$ cat config.mk
export PLATFORM = sky130hd
export DESIGN_NAME = pc_value_table_decoder
export DESIGN_NICKNAME = d
export VERILOG_FILES = /design/src/rtl/pvtd_pkg.sv /design/src/rtl/pvtd_front.sv /design/src/rtl/pvtd_back.sv /design/src/rtl/pc_value_table_decoder.sv
export SDC_FILE = /design/constraint.sdc
export NUM_CORES = 1
export LEC_CHECK = 0
export BUFFER_PORTS_ARGS = -buffer_cell sky130_fd_sc_hd__buf_2
export CAP_MARGIN = 20
export CORE_MARGIN = 3
export CORE_UTILIZATION = 65
export DETAILED_ROUTE_END_ITERATION = 10
export MAX_ROUTING_LAYER = met4
export PLACE_DENSITY = 0.94
export SLEW_MARGIN = 0
export SYNTH_ARGS = -nofsm -noshare
export SYNTH_HDL_FRONTEND = slang
export SYNTH_SLANG_ARGS = --single-unit
$ cat constraint.sdc
create_clock -name aclk -period 20.8 [get_ports aclk]
set_input_delay 4.16 -clock aclk [delete_from_list [all_inputs] [get_ports aclk]]
set_output_delay 4.16 -clock aclk [all_outputs]
set_load 0.01 [all_outputs]
$ cat src/rtl/pvtd_pkg.sv
package pvtd_pkg;

    localparam int QUEUE_DEPTH = 2;

    localparam int PC_W    = 64;
    localparam int VALUE_W = 32;
    localparam int GROUP_W = 7;
    localparam int BYTE_W  = 8;

    localparam logic [2:0] LAST_GROUP = 3'd4;

    localparam logic [1:0] STATUS_FOUND     = 2'd0;
    localparam logic [1:0] STATUS_NO_TABLE  = 2'd1;
    localparam logic [1:0] STATUS_BAD_TABLE = 2'd2;

    localparam logic       OP_START = 1'b0;

    typedef enum logic [1:0] {
        KIND_START,
        KIND_START_EMPTY,
        KIND_BYTE
    } item_kind_t;

    typedef struct packed {
        item_kind_t           kind;
        logic [GROUP_W-1:0]   group;
        logic                 more;
        logic [PC_W-1:0]      entry_pc;
        logic [PC_W-1:0]      target_pc;
    } pvtd_item_t;

endpackage

$ cat src/rtl/pvtd_front.sv
module pvtd_front #(
    parameter int QUEUE_DEPTH = pvtd_pkg::QUEUE_DEPTH
) (
    input  logic                      aclk,
    input  logic                      aresetn,
    input  logic                      s_valid,
    output logic                      s_ready,
    input  logic                      s_op,
    input  logic [7:0]                s_table_byte,
    input  logic [63:0]               s_entry_pc,
    input  logic [63:0]               s_target_pc,
    input  logic                      s_table_present,
    output logic                      q_valid,
    input  logic                      q_pop,
    output pvtd_pkg::pvtd_item_t      q_item
);
    import pvtd_pkg::*;

    localparam int PTR_W = (QUEUE_DEPTH > 1) ? $clog2(QUEUE_DEPTH) : 1;
    localparam int CNT_W = $clog2(QUEUE_DEPTH + 1);
    localparam logic [PTR_W-1:0] LAST_PTR = PTR_W'(QUEUE_DEPTH - 1);
    localparam logic [CNT_W-1:0] FULL_CNT = CNT_W'(QUEUE_DEPTH);

    pvtd_item_t          slot_reg [QUEUE_DEPTH];
    logic [PTR_W-1:0]    wr_ptr_reg, wr_ptr_next;
    logic [PTR_W-1:0]    rd_ptr_reg, rd_ptr_next;
    logic [CNT_W-1:0]    count_reg, count_next;
    pvtd_item_t          item;
    logic                push;
    logic                pop;

    // classify the incoming request
    always_comb begin
        item.group     = s_table_byte[GROUP_W-1:0];
        item.more      = s_table_byte[BYTE_W-1];
        item.entry_pc  = s_entry_pc;
        item.target_pc = s_target_pc;
        if (s_op != OP_START) begin
            item.kind = KIND_BYTE;
        end else if (s_table_present) begin
            item.kind = KIND_START;
        end else begin
            item.kind = KIND_START_EMPTY;
        end
    end

    assign s_ready = (count_reg != FULL_CNT);
    assign q_valid = (count_reg != '0);
    assign q_item  = slot_reg[rd_ptr_reg];
    assign push    = s_valid && s_ready;
    assign pop     = q_pop && q_valid;

    always_comb begin
        wr_ptr_next = wr_ptr_reg;
        rd_ptr_next = rd_ptr_reg;
        count_next  = count_reg;
        if (push) begin
            wr_ptr_next = (wr_ptr_reg == LAST_PTR) ? '0 : wr_ptr_reg + 1'b1;
        end
        if (pop) begin
            rd_ptr_next = (rd_ptr_reg == LAST_PTR) ? '0 : rd_ptr_reg + 1'b1;
        end
        if (push && !pop) begin
            count_next = count_reg + 1'b1;
        end else if (pop && !push) begin
            count_next = count_reg - 1'b1;
        end
    end

    always_ff @(posedge aclk) begin
        if (!aresetn) begin
            wr_ptr_reg <= '0;
            rd_ptr_reg <= '0;
            count_reg  <= '0;
        end else begin
            wr_ptr_reg <= wr_ptr_next;
            rd_ptr_reg <= rd_ptr_next;
            count_reg  <= count_next;
        end
    end

    always_ff @(posedge aclk) begin
        if (push) begin
            slot_reg[wr_ptr_reg] <= item;
        end
    end

endmodule

$ cat src/rtl/pvtd_back.sv
module pvtd_back (
    input  logic                      aclk,
    input  logic                      aresetn,
    input  logic [1:0]                pc_shift,
    input  logic                      q_valid,
    output logic                      q_pop,
    input  pvtd_pkg::pvtd_item_t      q_item,
    output logic                      m_valid,
    input  logic                      m_ready,
    output logic [31:0]               m_value,
    output logic [1:0]                m_status
);
    import pvtd_pkg::*;

    logic                 busy_reg, busy_next;
    logic                 rd_pc_reg, rd_pc_next;
    logic [VALUE_W-1:0]   accum_reg, accum_next;
    logic [2:0]           group_idx_reg, group_idx_next;
    logic [VALUE_W-1:0]   held_delta_reg, held_delta_next;
    logic [VALUE_W-1:0]   run_value_reg, run_value_next;
    logic [PC_W-1:0]      run_pc_reg, run_pc_next;
    logic [PC_W-1:0]      entry_reg, entry_next;
    logic [PC_W-1:0]      target_reg, target_next;

    logic                 out_valid_reg, out_valid_next;
    logic [VALUE_W-1:0]   out_value_reg, out_value_next;
    logic [1:0]           out_status_reg, out_status_next;

    logic                 go;
    logic                 emit;
    logic [VALUE_W-1:0]   placed;
    logic [VALUE_W-1:0]   varint;
    logic [VALUE_W-1:0]   pc_delta;
    logic [VALUE_W-1:0]   value_sum;
    logic [PC_W-1:0]      pc_sum;

    assign go    = q_valid && (!out_valid_reg || m_ready);
    assign q_pop = go;

    always_comb begin
        unique case (group_idx_reg)
            3'd0:    placed = {25'd0, q_item.group};
            3'd1:    placed = {18'd0, q_item.group, 7'd0};
            3'd2:    placed = {11'd0, q_item.group, 14'd0};
            3'd3:    placed = {4'd0, q_item.group, 21'd0};
            default: placed = {q_item.group[3:0], 28'd0};
        endcase
    end

    assign varint    = accum_reg | placed;
    assign pc_delta  = varint << pc_shift;
    assign value_sum = run_value_reg + held_delta_reg;
    assign pc_sum    = run_pc_reg + {32'd0, pc_delta};

    always_comb begin
        busy_next       = busy_reg;
        rd_pc_next      = rd_pc_reg;
        accum_next      = accum_reg;
        group_idx_next  = group_idx_reg;
        held_delta_next = held_delta_reg;
        run_value_next  = run_value_reg;
        run_pc_next     = run_pc_reg;
        entry_next      = entry_reg;
        target_next     = target_reg;
        emit            = 1'b0;
        out_value_next  = '1;
        out_status_next = STATUS_BAD_TABLE;
        if (go) begin
            unique case (q_item.kind)
                KIND_START, KIND_START_EMPTY: begin
                    rd_pc_next      = 1'b0;
                    accum_next      = '0;
                    group_idx_next  = '0;
                    held_delta_next = '0;
                    run_value_next  = '1;
                    entry_next      = q_item.entry_pc;
                    target_next     = q_item.target_pc;
                    run_pc_next     = q_item.entry_pc;
                    busy_next       = (q_item.kind == KIND_START);
                    if (q_item.kind == KIND_START_EMPTY) begin
                        emit            = 1'b1;
                        out_status_next = STATUS_NO_TABLE;
                    end
                end
                KIND_BYTE: begin
                    if (busy_reg) begin
                        if (q_item.more) begin
                            accum_next = varint;
                            if (group_idx_reg == LAST_GROUP) begin
                                emit      = 1'b1;
                                busy_next = 1'b0;
                            end else begin
                                group_idx_next = group_idx_reg + 1'b1;
                            end
                        end else begin
                            accum_next     = '0;
                            group_idx_next = '0;
                            if (!rd_pc_reg) begin
                                if (varint == '0 && run_pc_reg != entry_reg) begin
                                    emit      = 1'b1;
                                    busy_next = 1'b0;
                                end else begin
                                    // zig-zag decode
                                    held_delta_next = varint[0] ? ~(varint >> 1)
                                                                : (varint >> 1);
                                    rd_pc_next      = 1'b1;
                                end
                            end else begin
                                rd_pc_next     = 1'b0;
                                run_value_next = value_sum;
                                run_pc_next    = pc_sum;
                                if (target_reg < pc_sum) begin
                                    emit            = 1'b1;
                                    busy_next       = 1'b0;
                                    out_value_next  = value_sum;
                                    out_status_next = STATUS_FOUND;
                                end
                            end
                        end
                    end
                end
                default: begin
                end
            endcase
        end
        if (emit) begin
            out_valid_next = 1'b1;
        end else if (m_ready) begin
            out_valid_next = 1'b0;
        end else begin
            out_valid_next = out_valid_reg;
        end
    end

    always_ff @(posedge aclk) begin
        if (!aresetn) begin
            busy_reg       <= 1'b0;
            rd_pc_reg      <= 1'b0;
            accum_reg      <= '0;
            group_idx_reg  <= '0;
            held_delta_reg <= '0;
            run_value_reg  <= '1;
            run_pc_reg     <= '0;
            entry_reg      <= '0;
            target_reg     <= '0;
            out_valid_reg  <= 1'b0;
        end else begin
            busy_reg       <= busy_next;
            rd_pc_reg      <= rd_pc_next;
            accum_reg      <= accum_next;
            group_idx_reg  <= group_idx_next;
            held_delta_reg <= held_delta_next;
            run_value_reg  <= run_value_next;
            run_pc_reg     <= run_pc_next;
            entry_reg      <= entry_next;
            target_reg     <= target_next;
            out_valid_reg  <= out_valid_next;
        end
    end

    always_ff @(posedge aclk) begin
        if (emit) begin
            out_value_reg  <= out_value_next;
            out_status_reg <= out_status_next;
        end
    end

    assign m_valid  = out_valid_reg;
    assign m_value  = out_value_reg;
    assign m_status = out_status_reg;

endmodule

$ cat src/rtl/pc_value_table_decoder.sv
// channel   | ports                                   | direction
// ----------+-----------------------------------------+----------
// request   | s_valid s_ready s_op s_table_byte       | in
//           | s_entry_pc s_target_pc s_table_present  |
// result    | m_valid m_ready m_value m_status        | out
// config    | cfg_wr_en cfg_wr_data (pc_shift)        | in
//
// One request per cycle sustained while the result is not stalled; each table
// byte is resolved by the back end's accumulate, add and compare path.
// Taken requests are queued; the back end pops them and registers the result.
// Reset is synchronous; the queue empties and the decoder goes idle.
// A stalled result blocks the back end only; the queue keeps taking requests
// until it is full.
module pc_value_table_decoder #(
    parameter int QUEUE_DEPTH = pvtd_pkg::QUEUE_DEPTH
) (
    input  logic         aclk,
    input  logic         aresetn,
    input  logic         cfg_wr_en,
    input  logic [1:0]   cfg_wr_data,
    input  logic         s_valid,
    output logic         s_ready,
    input  logic         s_op,
    input  logic [7:0]   s_table_byte,
    input  logic [63:0]  s_entry_pc,
    input  logic [63:0]  s_target_pc,
    input  logic         s_table_present,
    output logic         m_valid,
    input  logic         m_ready,
    output logic [31:0]  m_value,
    output logic [1:0]   m_status
);
    import pvtd_pkg::*;

    logic [1:0]   pc_shift_reg;
    logic         q_valid;
    logic         q_pop;
    pvtd_item_t   q_item;

    always_ff @(posedge aclk) begin
        if (!aresetn) begin
            pc_shift_reg <= '0;
        end else if (cfg_wr_en) begin
            pc_shift_reg <= cfg_wr_data;
        end
    end

    pvtd_front #(
        .QUEUE_DEPTH (QUEUE_DEPTH)
    ) u_front (
        .aclk            (aclk),
        .aresetn         (aresetn),
        .s_valid         (s_valid),
        .s_ready         (s_ready),
        .s_op            (s_op),
        .s_table_byte    (s_table_byte),
        .s_entry_pc      (s_entry_pc),
        .s_target_pc     (s_target_pc),
        .s_table_present (s_table_present),
        .q_valid         (q_valid),
        .q_pop           (q_pop),
        .q_item          (q_item)
    );

    pvtd_back u_back (
        .aclk     (aclk),
        .aresetn  (aresetn),
        .pc_shift (pc_shift_reg),
        .q_valid  (q_valid),
        .q_pop    (q_pop),
        .q_item   (q_item),
        .m_valid  (m_valid),
        .m_ready  (m_ready),
        .m_value  (m_value),
        .m_status (m_status)
    );

endmodule
After elaboration in Yosys (flattened, before gate mapping)
Memories as Yosys holds them, arrays and structs flattened. A register that Yosys moved wholly into a read port is not among the register bits.
Index checks and enable logic that the tools add are counted.
- reductions and logical operators: 26
- bitwise logic cells: 7
- $lt $le $gt $ge: 1
- multiplexer cells: 60
- shift-type cells: 1
- equality and inequality tests: 14
- $add $sub $neg: 7
- operator list (kind ; count):
    32-bit 2-to-1 mux ; 10
    64-bit 2-to-1 mux ; 3
    32-bit case mux with 2 select lines ; 3
    32-bit case mux with 4 select lines ; 1
    64-bit case mux with 2 select lines ; 1
    64-bit by 32-bit adder with 64-bit output ; 1
    64-bit less-than comparator ; 1
    64-bit != test ; 1
    32-bit adder ; 1
    32-bit logical NOT ; 1
    31-bit NOT with 32-bit output ; 1
    32-bit OR ; 1
    32-bit by 2-bit << shifter with 32-bit output ; 1
    1-bit 2-to-1 mux ; 26
    2-bit 2-to-1 mux ; 8
    3-bit 2-to-1 mux ; 3
    2-bit != test (second input constant) ; 4
    4-bit AND reduction ; 2
    2-bit nonzero test ; 4
    3-bit by 2-bit == test with 1-bit output (second input constant) ; 2
    1-bit logical AND ; 6
    1-bit case mux with 2 select lines ; 3
    3-bit case mux with 2 select lines ; 1
    6-bit AND reduction ; 1
    other kinds (21) ; 30
- output and inout port bits: 36
- flip-flop bits (word level): 334
- memories kept: 1
- RAM bits: 276
- logic and storage cells: 133
- input bits: 145
- memories (memory ; words ; width ; rd ports ; clocked after Yosys merged registers in ; write ports ; RTL line ; RTL):
    u_front.slot_reg ; 2 ; 138 ; 1 ; 1 ; 1 ; pvtd_front.sv:24 ; pvtd_item_t slot_reg [QUEUE_DEPTH];

Longest topological paths before layout
- depth after elaboration: 13
- depth in mapped cells: 31
- gate-level depth less buffers: 28

Cells and area by module
A second synthesis with hierarchy kept.
- cells, all modules: 2862
- area total of the unflattened synthesis: 29743.5 um^2
- by module, submodules not included (module ; cells an instance ; seq. area each (um^2) ; area each (um^2) ; times used):
    pvtd_back ; 2402 ; 6906.6 ; 19427.4 ; 1
    pvtd_front ; 454 ; 8388.0 ; 10243.6 ; 1
    pc_value_table_decoder ; 6 ; 40.0 ; 72.6 ; 1

Least setup slack after synthesis
Ideal clock, no wire load.
- kind: input to register
- start point: in s_valid
- end point: mem u_front.slot_reg[0][0] (netlist name) (enable)
- library setup time: 0.637 ns
- buffers on the path: 0
- data arrival time: 9.981 ns
- stages: 2
- data required time: 20.163 ns
- slack: 10.182 ns
- cell sequence: nand2_1 > nor2_1
- cells in the longest elaborated chain, start to end: 3
- RTL lines (item ; RTL line ; RTL):
    start, declared ; pc_value_table_decoder.sv:21 ; input logic s_valid,
    1-bit logical AND ; pvtd_front.sv:50 ; assign push = s_valid && s_ready;
    1-bit 2-to-1 mux ; pvtd_front.sv:83 ; if (push) begin
    1-bit 2-to-1 mux (not written as such) ; pvtd_front.sv:84 ; slot_reg[wr_ptr_reg] <= item;
    end, declared ; pvtd_front.sv:24 ;
Every way passes these cells.

==> results.py <==
metrics = {
    "synthesis": {
        "syn-instance-count": 2809,
        "synth.yosys.warnings": 0,
        "postSynthNetCount": 3089,
        "number_of_enable_flip_flop_cells_after_synthesis": 310,
        "synth_ff_type": "sky130_fd_sc_hd__edfxtp_1",
        "yosys.cell_types.count": 83,
        "synth.yosys.seq_area_share": 0.5193,
        "postSynth.asyncResetShare": 0,
        "synth_top_area_share": 0.3152,
        "synth-seq-cells": 611,
        "synthDominantAreaCellType": "sky130_fd_sc_hd__edfxtp_1",
        "synth_area_leaders": "sky130_fd_sc_hd__edfxtp_1 (32%), sky130_fd_sc_hd__dfxtp_1 (20%), sky130_fd_sc_hd__ha_1 (5.6%)",
        "syn_area_mm2": 0.02953,
        "synth.avg_cell_area_um2": 10.51,
    },
    "sta": {
        "finalCriticalPeriod_ns": 9.122,
        "max_clock_freq_mhz": 109.6,
        "setup_slack_ns": 11.68,
        "hold_slack_ns": 0.4620,
        "slew_viol_final": 0,
        "setup_viol": 0,
        "tns_ns": 0,
        "max_slew_margin": 0.2438,
        "rsz0062_at_grt": "no",
        "finalClockSkew_ns": 0.01452,
        "period_share": 0.4385,
        "hold_viol_final": 0,
        "max_slew.worst_pin.slew_ns": 1.134,
    },
    "pwr": {
        "fin_total_pwr_w": 0.004604,
        "vdd.ir_drop.worst_mv": 0.09697,
        "power_density_mw_per_mm2": 140.8,
        "power.static_leakage_nw": 11.86,
    },
    "worst_setup_path": {
        "critPathKind": "flip-flop to flip-flop",
        "worst_setup_path_start_kind": "flip-flop",
        "critPathMaxFanout": 44,
        "ff2ff_setup_slack_ns": 11.68,
        "endpoint_kind": "flip-flop",
        "worst_endpoint_data_arrival_time_ns": 9.36,
        "cp_data_required_time_ns": 21.04,
    },
    "layout": {
        "area.growth.synth_to_final_pct": 10.72,
        "layout_common_cells": "sky130_fd_sc_hd__edfxtp_1 (310), sky130_fd_sc_hd__dfxtp_1 (299), sky130_fd_sc_hd__nor2_1 (277)",
        "post_route_cells_drive_above_1_share": 0.1322,
        "largest_reg_flops": 276,
        "final_nets": 3179,
        "mostFrequentLayoutCell": "sky130_fd_sc_hd__edfxtp_1",
        "insertedDiodeCount": 0,
        "final_cell_area_mm2": 0.03270,
    },
    "grt": {
        "grtUsageMet3": 0.04625,
        "first_pass_grt_wire_length_um": 128000,
        "fraction_of_met2_tracks_used_by_global_routing": 0.5672,
        "grt_max_degree": 222,
        "antenna_violations_before_repair": 0,
        "grt_use_met1": 0.4597,
        "residual_overflow_from_global_routing": 0,
        "grt_most_used_layer": "met2",
        "via_count_of_the_first_global_routing_pass": 22310,
        "global_route_usage_over_all_layers": 0.3546,
    },
    "drt": {
        "wl_um": 83520,
        "detail_route.wl_per_cell_um": 23.59,
        "route.antenna.remaining_nets": 0,
        "first_pass_iters": 5,
        "initialDrtViolationCount": 2697,
        "detailroute.via_count": 22950,
        "drc": 0,
        "routed_via_density": 6.482,
    },
    "place": {
        "place_hpwl_um": 58590,
        "postPlaceCellArea_mm2": 0.03079,
        "port-buffer-count": 180,
        "place.gp.congestion": 1.008,
        "dp_slack_ns": 11.91,
    },
    "clock_network": {
        "tritoncts": "done",
        "cts_inserted_buffers": 58,
        "post-cts-setup-buffers": 0,
        "clkSlewWorstSetupHoldPaths_ns": 0.06,
        "ctsHtreeMaxLevel": 2,
        "post_cts_hold_buffer_count": 0,
        "numClockSinks": 611,
        "clock-root-buffer": "sky130_fd_sc_hd__clkbuf_16",
        "worst_skew_pair.late_latency_ns": 0.63,
        "clockBufferDepth": 3,
        "post_cts_resize_count": 0,
    },
    "min_path": {
        "timing.hold.worst.class": "flip-flop to flip-flop",
        "timing.hold.worst.start": "u_back.held_delta_reg[26]",
    },
    "job": {
        "cap_viol_max_count": 0,
    },
    "die": {
        "floorplan.rows": 77,
        "height_of_the_chip_um": 219.1,
        "die_area_mm2": 0.04802,
        "ports": 181,
        "initial_core_util": 0.6635,
        "die-width_um": 219.1,
        "core_area_mm2": 0.04451,
    },
    "run_status": {
        "status": "complete, no violations",
    },
}
## synth_stat cells, types with 7 or more instances
cell                       number
sky130_fd_sc_hd__nor3_1        33
sky130_fd_sc_hd__clkbuf_1     133
sky130_fd_sc_hd__and2_1         7
sky130_fd_sc_hd__o21bai_1      10
sky130_fd_sc_hd__and3_1        26
sky130_fd_sc_hd__nand2_1      240
sky130_fd_sc_hd__o21a_1        19
sky130_fd_sc_hd__mux2_2        53
sky130_fd_sc_hd__buf_1         25
sky130_fd_sc_hd__nand2b_1      19
sky130_fd_sc_hd__nor4_1        21
sky130_fd_sc_hd__o31a_1         9
sky130_fd_sc_hd__xnor2_1      139
sky130_fd_sc_hd__mux2i_1      145
sky130_fd_sc_hd__nand4_1       54
sky130_fd_sc_hd__a31o_2         7
sky130_fd_sc_hd__o21ai_0      129
sky130_fd_sc_hd__a211oi_1     115
sky130_fd_sc_hd__buf_2         13
sky130_fd_sc_hd__nor2_1       281
sky130_fd_sc_hd__inv_1         37
sky130_fd_sc_hd__xor2_1        48
sky130_fd_sc_hd__nand3_1       44
sky130_fd_sc_hd__or3_1         10
sky130_fd_sc_hd__nor2b_1        8
sky130_fd_sc_hd__a21oi_1      218
sky130_fd_sc_hd__o31ai_1        7
sky130_fd_sc_hd__a21o_1        44
sky130_fd_sc_hd__a31oi_1       40
sky130_fd_sc_hd__ha_1         133
sky130_fd_sc_hd__dfxtp_1      301
sky130_fd_sc_hd__edfxtp_1     310
sky130_fd_sc_hd__o211ai_1      14
## power by group
part	switching [W]	internal (W)	leakage [nW]
clock network	0.000468	0.000599	0.930
registers	0.000188	0.00152	5.25
logic	0.00117	0.000664	5.68
## cell type report
cell class / instances / area (µm²)
Clock buffer: 76 / 1572
Clock inverter: 34 / 336.6
Fill cell: 3037 / 11810
Inverter: 38 / 147.6
Multi-Input combinational cell: 1987 / 13460
Sequential cell: 611 / 15340
Tap cell: 592 / 740.7
Timing Repair Buffer: 203 / 1104
## through the flow
step | cells | util
after global routing | 3541 | 0.7346
after floorplan | 2809 | -
after global placement | 3429 | 0.6910
final | 3541 | 0.7346
after detailed placement | 3431 | 0.6917
after CTS | 3541 | 0.7346
## per-layer routing
| layer | vias to the layer above | share of wire |
|---|---|---|
| met2 | 1156 | 0.47 |
| li1 | 10500 | - |
| met1 | 11060 | 0.40 |
| met4 | 0 | 0.046 |
| met3 | 234 | 0.076 |
| met5 | - | 0 |
## final timing paths
kind / endpoint / cells after the start
min: u_back.held_delta_reg[26] / 2
min reg2reg: u_back.held_delta_reg[26] / 2
max: u_back.m_value[21] / 24
max reg2reg: u_back.m_value[21] / 24
## logic make-up (layout without fill, tap and decap cells)
kind of cell,after synthesis,count (layout),share of synthesized area
flip-flops,611,611,0.5193
XOR/XNOR,187,187,0.05546
adder cells (fa/ha/maj),135,135,0.05771
AND/OR/NAND/NOR,780,780,0.1201
AO/OA/AOI/OAI,684,684,0.1479
buffers and inverters,211,351,0.02788
multiplexers,201,201,0.07165
## worst max-delay path, stage by stage (launching register included)
cell and delay (ns):
sky130_fd_sc_hd__dfxtp_4 0.84, sky130_fd_sc_hd__buf_4 0.65, sky130_fd_sc_hd__mux2_2 0.48, sky130_fd_sc_hd__a21oi_1 0.42
sky130_fd_sc_hd__mux2i_1 0.17, sky130_fd_sc_hd__mux2_2 0.31, sky130_fd_sc_hd__ha_1 0.36, sky130_fd_sc_hd__a211oi_1 0.34
sky130_fd_sc_hd__nor2_1 0.13, sky130_fd_sc_hd__o31a_1 0.27, sky130_fd_sc_hd__o311a_1 0.51, sky130_fd_sc_hd__a221o_1 0.41
sky130_fd_sc_hd__nand2_1 0.46, sky130_fd_sc_hd__nor2_1 0.14, sky130_fd_sc_hd__xnor2_1 0.16, sky130_fd_sc_hd__ha_1 0.33
sky130_fd_sc_hd__nand4_1 0.14, sky130_fd_sc_hd__nor2_1 0.07, sky130_fd_sc_hd__a22oi_1 0.22, sky130_fd_sc_hd__nand3_1 0.16
sky130_fd_sc_hd__o31ai_1 0.75, sky130_fd_sc_hd__a21oi_1 0.18, sky130_fd_sc_hd__nor2_1 0.22, sky130_fd_sc_hd__nand2_1 0.13
sky130_fd_sc_hd__a21oi_4 0.84
No activity file was read; power rests on OpenSTA's default activity.
